## src/bsff_pkg.sv

```systemverilog
// Shared types, constants and sizing for the bitmap store find-first block.
package bsff_pkg;

    localparam int BIT_COUNT   = 8192;
    // Word width is a power of two and a multiple of eight.
    localparam int WORD_BITS   = 64;
    localparam int STORE_WORDS = (BIT_COUNT + WORD_BITS - 1) / WORD_BITS;
    localparam int ADDR_W      = (STORE_WORDS > 1) ? $clog2(STORE_WORDS) : 1;
    localparam int WB_LOG      = $clog2(WORD_BITS);
    localparam int NB          = WORD_BITS / 8;
    localparam int BYTE_W      = (NB > 1) ? $clog2(NB) : 1;

    localparam int CMD_W       = 2;
    localparam int IDX_W       = 13;
    localparam int UB_W        = 11;
    localparam int PROD_W      = UB_W + 3;
    localparam int SPAN_W      = $clog2(BIT_COUNT) + 1;
    localparam int LIM_W       = (PROD_W > SPAN_W) ? PROD_W : SPAN_W;
    localparam int FULL_W      = ADDR_W + WB_LOG;

    localparam int PADDR_W     = 3;
    localparam int PDATA_W     = 32;

    localparam logic [UB_W-1:0] UB_RESET       = UB_W'(1024);
    localparam logic [0:0]      REG_USED_BYTES = 1'b0;

    typedef enum logic [CMD_W-1:0] {
        CMD_WRITE = 2'd0,
        CMD_READ  = 2'd1,
        CMD_FIND  = 2'd2,
        CMD_FILL  = 2'd3
    } t_cmd;

    typedef struct packed {
        logic accept;
        logic issue;
        logic flush;
        logic load_out;
    } t_dp_ctl;

    typedef struct packed {
        logic skip;
        logic last;
        logic hit;
        logic busy;
        logic out_free;
    } t_dp_stat;

endpackage

```

## src/bsff_ctrl.sv

```systemverilog
// Controller state machine that sequences each transaction through the datapath.
module bsff_ctrl
    import bsff_pkg::*;
(
    input  logic     i_clk,
    input  logic     i_rst_n,
    input  logic     i_in_valid,
    output logic     o_in_ready,
    input  t_dp_stat i_stat,
    output t_dp_ctl  o_ctl
);

    typedef enum logic [3:0] {
        S_IDLE   = 4'b0001,
        S_SCAN   = 4'b0010,
        S_DRAIN  = 4'b0100,
        S_FINISH = 4'b1000
    } t_state;

    t_state r_state, n_state;

    assign o_in_ready = (r_state == S_IDLE);

    always_comb begin
        n_state        = r_state;
        o_ctl.accept   = 1'b0;
        o_ctl.issue    = 1'b0;
        o_ctl.flush    = 1'b0;
        o_ctl.load_out = 1'b0;
        unique case (r_state)
            S_IDLE: begin
                if (i_in_valid) begin
                    o_ctl.accept = 1'b1;
                    n_state      = i_stat.skip ? S_FINISH : S_SCAN;
                end
            end
            S_SCAN: begin
                o_ctl.issue = 1'b1;
                if (i_stat.hit) begin
                    n_state = S_FINISH;
                end else if (i_stat.last) begin
                    n_state = S_DRAIN;
                end
            end
            S_DRAIN: begin
                if (i_stat.hit || !i_stat.busy) begin
                    n_state = S_FINISH;
                end
            end
            S_FINISH: begin
                o_ctl.flush = 1'b1;
                if (i_stat.out_free) begin
                    o_ctl.load_out = 1'b1;
                    n_state        = S_IDLE;
                end
            end
            default: n_state = S_IDLE;
        endcase
    end

    always_ff @(posedge i_clk) begin
        if (!i_rst_n) begin
            r_state <= S_IDLE;
        end else begin
            r_state <= n_state;
        end
    end

    a_skip_finishes: assert property (@(posedge i_clk) disable iff (!i_rst_n)
        o_ctl.accept && i_stat.skip |=> r_state == S_FINISH)
        else $error("skipped transaction did not go straight to finish");

    a_idle_empty: assert property (@(posedge i_clk) disable iff (!i_rst_n)
        r_state == S_IDLE |-> !i_stat.busy)
        else $error("pipeline still busy while idle");

    a_load_idles: assert property (@(posedge i_clk) disable iff (!i_rst_n)
        o_ctl.load_out |=> r_state == S_IDLE && !i_stat.busy)
        else $error("result loaded but controller not idle");

endmodule

```

## config.mk

```make
export PLATFORM = sky130hd
export DESIGN_NAME = bsff_ctrl
export DESIGN_NICKNAME = d
export VERILOG_FILES = /design/src/bsff_pkg.sv /design/src/bsff_ctrl.sv
export SDC_FILE = /design/constraint.sdc
export NUM_CORES = 1
export LEC_CHECK = 0
export ABC_CLOCK_PERIOD_IN_PS = 2900
export BUFFER_PORTS_ARGS = -buffer_cell sky130_fd_sc_hd__buf_2
export CORE_AREA = 2 2 39 41
export CTS_CLUSTER_SIZE = 10
export DETAILED_ROUTE_END_ITERATION = 7
export DIE_AREA = 0 0 41 43
export PLACE_DENSITY = 0.46
export SLEW_MARGIN = 15
export SYNTH_ARGS = -nofsm -noshare
export SYNTH_HDL_FRONTEND = slang
export SYNTH_SLANG_ARGS = --single-unit
```

## constraint.sdc

```tcl
create_clock -name i_clk -period 2.9 [get_ports i_clk]
set_input_delay 0.145 -clock i_clk [delete_from_list [all_inputs] [get_ports i_clk]]
set_output_delay 0.145 -clock i_clk [all_outputs]
set_load 0.05 [all_outputs]
```

## Word level (Yosys, flattened, before mapping)

Index checks and enable logic that the tools add are counted.
W data, S select, Z words.

- Register bits after elaboration: 4
- Bits of input ports: 8

- Multiplexer cells: 12
- Reduce and logical (&&, ||, !) cells: 3
- Equal/unequal tests: 8

Operator list:

| cell | number |
|---|---|
| $mux W4 | 6 |
| $pmux W4 S4 | 1 |
| $ne A2 B2 Y1 const B | 3 |
| $eq A4 B1 Y1 const B | 1 |
| $eq A4 B2 Y1 const B | 1 |
| $eq A4 B3 Y1 const B | 1 |
| $eq A4 B4 Y1 const B | 1 |
| $mux W1 | 4 |
| $reduce_and A4 Y1 | 1 |
| $ne A3 B3 Y1 const B | 1 |
| $mux W2 | 1 |
| $logic_not A1 Y1 | 1 |
| $logic_or A1 B1 Y1 | 1 |

## Depth between registers and ports, before layout

- Word-level depth: 4
- Gate-level depth with buffers: 5
- Mapped depth without buffers: 4

## Worst setup path after synthesis

No wires, ideal clock.

- Kind: register -> output
- Start: register r_state[1]
- End: output port o_ctl[0] (netlist name)
- Setup slack: -0.010 ns
- Stages on the path, launching flop included: 4
- Data required time: 2.755 ns
- Arrival: 2.765 ns
- Cells stage by stage: dfxtp_1 > buf_2 > nor4b_1 > and2_1

RTL lines:

| what | RTL line | RTL |
|---|---|---|
| from (decl) | bsff_ctrl.sv:20 | `t_state r_state, n_state;` |
| from (signal assigned) | bsff_ctrl.sv:65 | `r_state <= n_state;` |
| to (decl) | bsff_ctrl.sv:10 | `output t_dp_ctl o_ctl` |

==> implementation parameters <==
Parameter                              Value

Status
  Outcome ... complete, no violations

Timing
  RSZ-0062 raised after global routing ... false
  Setup Viol. Count Final ... 0
  Fraction of the cycle the final worst path needs ... 53.1%
  Actual transition at the worst max-transition pin ... 0.364 ns
  Final Skew ... 0.000328 ns
  Fmax achieved ... 0.649 GHz
  Worst relative slew slack ... 75.7%
  Clock period minus worst slack ... 1.54 ns
  Setup TNS ... 0 ns
  Final hold violations ... 0
  Slew Limit Fails ... 0

Power and ir drop
  Power density over cell area ... 632 nW/um^2
  Max rail drop VDD ... 0.237 mV
  Comb pwr share ... 43.9%
  Clock network fraction of total power ... 24.6%
  Leak pwr ... 0.000175 uW
  Net switching power ... 114 uW
  Sequential share of power ... 31.6%
  Cell-internal power ... 154 uW
  Net switching fraction of the power ... 42.5%
  PnR Total Power ... 267 uW

Yosys
  Share of synthesized area spent on multiplexers ... 2.93%
  Most numerous cell in the Yosys netlist ... sky130_fd_sc_hd__dfxtp_1
  Summed instance area of the synthesized netlist ... 342 um^2
  Synth Flop Type ... sky130_fd_sc_hd__dfxtp_1
  Distinct cells, synth ... 25
  Fraction of the yosys area taken by sequential cells ... 23.4%
  Yosys warnings ... 0
  Register bit total from synthesis ... 4
  Arithmetic-cell share of the synthesized area counting full adders, half adders and majority gates ... 0%
  Cell type with the highest aggregate area in the netlist ... sky130_fd_sc_hd__dfxtp_1
  Cells after Synth ... 39
  Proportion of netlist area held by the largest area contributor ... 23.4%
  Compound-Gate Fraction of Synth Area ... 15.8%
  Post-synthesis async set-or-reset flop share ... 0%
  Largest family of logic cells by synthesized area ... simple AND/OR/NAND/NOR gates
  Syn_nets ... 47
  Post-Synth Simple-Gate Area ... 45.1%
  Average footprint of a synthesized cell ... 8.76 um^2
  Synth top cells by count ... sky130_fd_sc_hd__dfxtp_1, sky130_fd_sc_hd__nand3b_1, sky130_fd_sc_hd__nor3b_1
  Number of enable flip-flop cells after synthesis ... 0
  Top area cells in the synthesized netlist ... sky130_fd_sc_hd__dfxtp_1, sky130_fd_sc_hd__and4bb_1, sky130_fd_sc_hd__buf_6, sky130_fd_sc_hd__nand3b_1, sky130_fd_sc_hd__nor3b_1
  Post-synthesis share of cell area spent on xor and xnor gates ... 2.56%

Global route
  Via count of the first global-routing pass ... 305
  Pin count of the biggest net entering global routing ... 12
  Grt total ovfl ... 0
  First-pass GRT wire length ... 1210 um
  Total routing resource utilization after global routing ... 10.5%
  Number of antenna violations at the first check in global routing ... 0

Clock tree
  Clk_lat worst skew ... 0.23 ns
  Buffer type at the clock tree root ... sky130_fd_sc_hd__clkbuf_4
  CTS tree ... built
  Post-cts gate resize count ... 0
  Number of post-CTS setup repair buffers ... 0
  TritonCTS sink count ... 4
  Worst-case clock buffer depth ... 2
  Clock transition time at the flip-flop clock pins of the worst setup and hold paths ... 0.03 ns
  Number of buffers inserted during clock tree synthesis ... 3
  Total of hold buffers inserted after clock tree synthesis ... 0
  Maximum level of the CTS H-tree ... 1

Die
  Number of ports placed on the die boundary ... 13
  Effective utilization at floorplan ... 24.7%
  Core ar. ... 1380 um^2
  # rows ... 14
  Die outline area ... 1760 um^2
  Height of the die ... 43 um
  Chip width ... 41 um

Placed design
  Placer congestion estimate ... 0.713
  Number of port buffers ... 12
  HPWL after detailed placement ... 539 um

Critical path
  Endpoint arrival time on the critical path ... 1.40 ns
  Reg2reg setup slack ... 1.51 ns
  Startpoint Class ... register
  CP endpoint kind ... output pin
  Critical path peak fanout ... 11
  Worst reg2reg path endpoint ... r_state[0]$_SDFFE_PN1P_
  Cell count of the worst reg-to-reg path ... 4
  Critical Path RT ... 2.76 ns
  Reg-to-Reg Start ... r_state[1]$_SDFFE_PN0P_
  Critical Setup Path Class ... reg -> out

Hold path
  Hold_sp ... i_rst_n
  Class of the worst hold path ... in -> reg
  Min-Delay Endpoint ... r_state[0]$_SDFFE_PN1P_
  Hold Path Stages ... 2

Route
  Routed WL per cell ... 11.5 um
  Initial detailed-routing violation count ... 6
  Vias post-DR ... 330
  Aggregate routed wire length ... 769 um
  First-pass detailed-route iteration total ... 4
  Detail-routed via count per cell ... 4.93
  Number of remaining DRC errors ... 0
  Final ANT Viol Nets ... 0

Final layout
  N_diodes ... 0
  Leading registers by flop count ... r_state x4
  Layout cell share with drive strength beyond 1 ... 35.3%
  Signed area change from the synthesized netlist to the final layout ... 23.8%
  Final layout net count ... 61
  Number of flip-flops under the largest register name ... 4
  Largest register by flop count ... r_state
  Layout filler cell count ... 149

Job
  Total of max-cap violations ... 0
-- per-layer routing --
metal | vias up | track usage (%) | wire (um)
met3 | 2 | 3.66 | 33
met5 | - | 0 | 0
met4 | 0 | 8.00 | 5
met1 | 150 | 11.9 | 315
li1 | 171 | - | -
met2 | 7 | 15.3 | 415
-- logic make-up after synthesis --
group,Yosys count
buf+inv,5
simple gates,21
xor+xnor,1
mux,1
flops,4
compound gates,7
-- stage by stage --
stage               hold WS, ns  utilization [%]  area (um^2)  worst slack [ns]  cells
floorplan                 0.224                -          348             0.661     39
global placement          0.383             28.9          400              1.51     64
detailed placement        0.371             28.9          400              1.52     64
CTS                       0.135             30.6          423              1.34     67
global route              0.136             30.6          423              1.22     67
finish                    0.140             30.6          423              1.36     67
-- layout by cell type, fill, tap and decap left out, drive strengths merged, types with 2 or more instances in the layout --
master  count
and2        2
and4bb      2
buf        12
clkbuf      3
dfxtp       4
inv         2
nand2       2
nand3b      3
nor2        2
nor3        2
nor3b       3
nor4b       2
or3         2
-- critical path: stages, from the launching register on --
cell and delay (ns):
sky130_fd_sc_hd__dfxtp_1 0.53, sky130_fd_sc_hd__nand3b_1 0.18, sky130_fd_sc_hd__inv_1 0.09, sky130_fd_sc_hd__and2_1 0.12, sky130_fd_sc_hd__buf_2 0.25
-- cell type report --
type,instances,area (um^2),share of cell area [%]
sequential,4,80.1,18.9
multi-input combinational,30,233,55.0
tap,16,20.0,4.73
inverter,2,7.51,1.78
clock buffer,3,22.5,5.33
timing repair buffer,12,60.1,14.2
-- power by group through the flow --
stage          combinational, uW  sequential (uW)  clock, uW
4_1_cts                      119             84.0       70.2
6_report                     117             84.4       65.6
3_5_place_dp                 117             84.6          0
3_3_place_gp                 118             84.8          0
2_1_floorplan                112             70.1          0
5_1_grt                      127             88.0       75.8
-- how the worst max path moves through the flow --
stage | slack [ns] | startpoint | to
after floorplan | 0.66 | r_state[1]$_SDFFE_PN0P_ | o_ctl[2]
after global placement | 1.51 | r_state[1]$_SDFFE_PN0P_ | r_state[0]$_SDFFE_PN1P_
after detailed placement | 1.52 | r_state[1]$_SDFFE_PN0P_ | r_state[0]$_SDFFE_PN1P_
after CTS | 1.34 | r_state[0]$_SDFFE_PN1P_ | o_ctl[3]
after global routing | 1.22 | r_state[1]$_SDFFE_PN0P_ | o_ctl[3]
final | 1.36 | r_state[0]$_SDFFE_PN1P_ | o_ctl[3]
(Power assumes the default switching activity.)
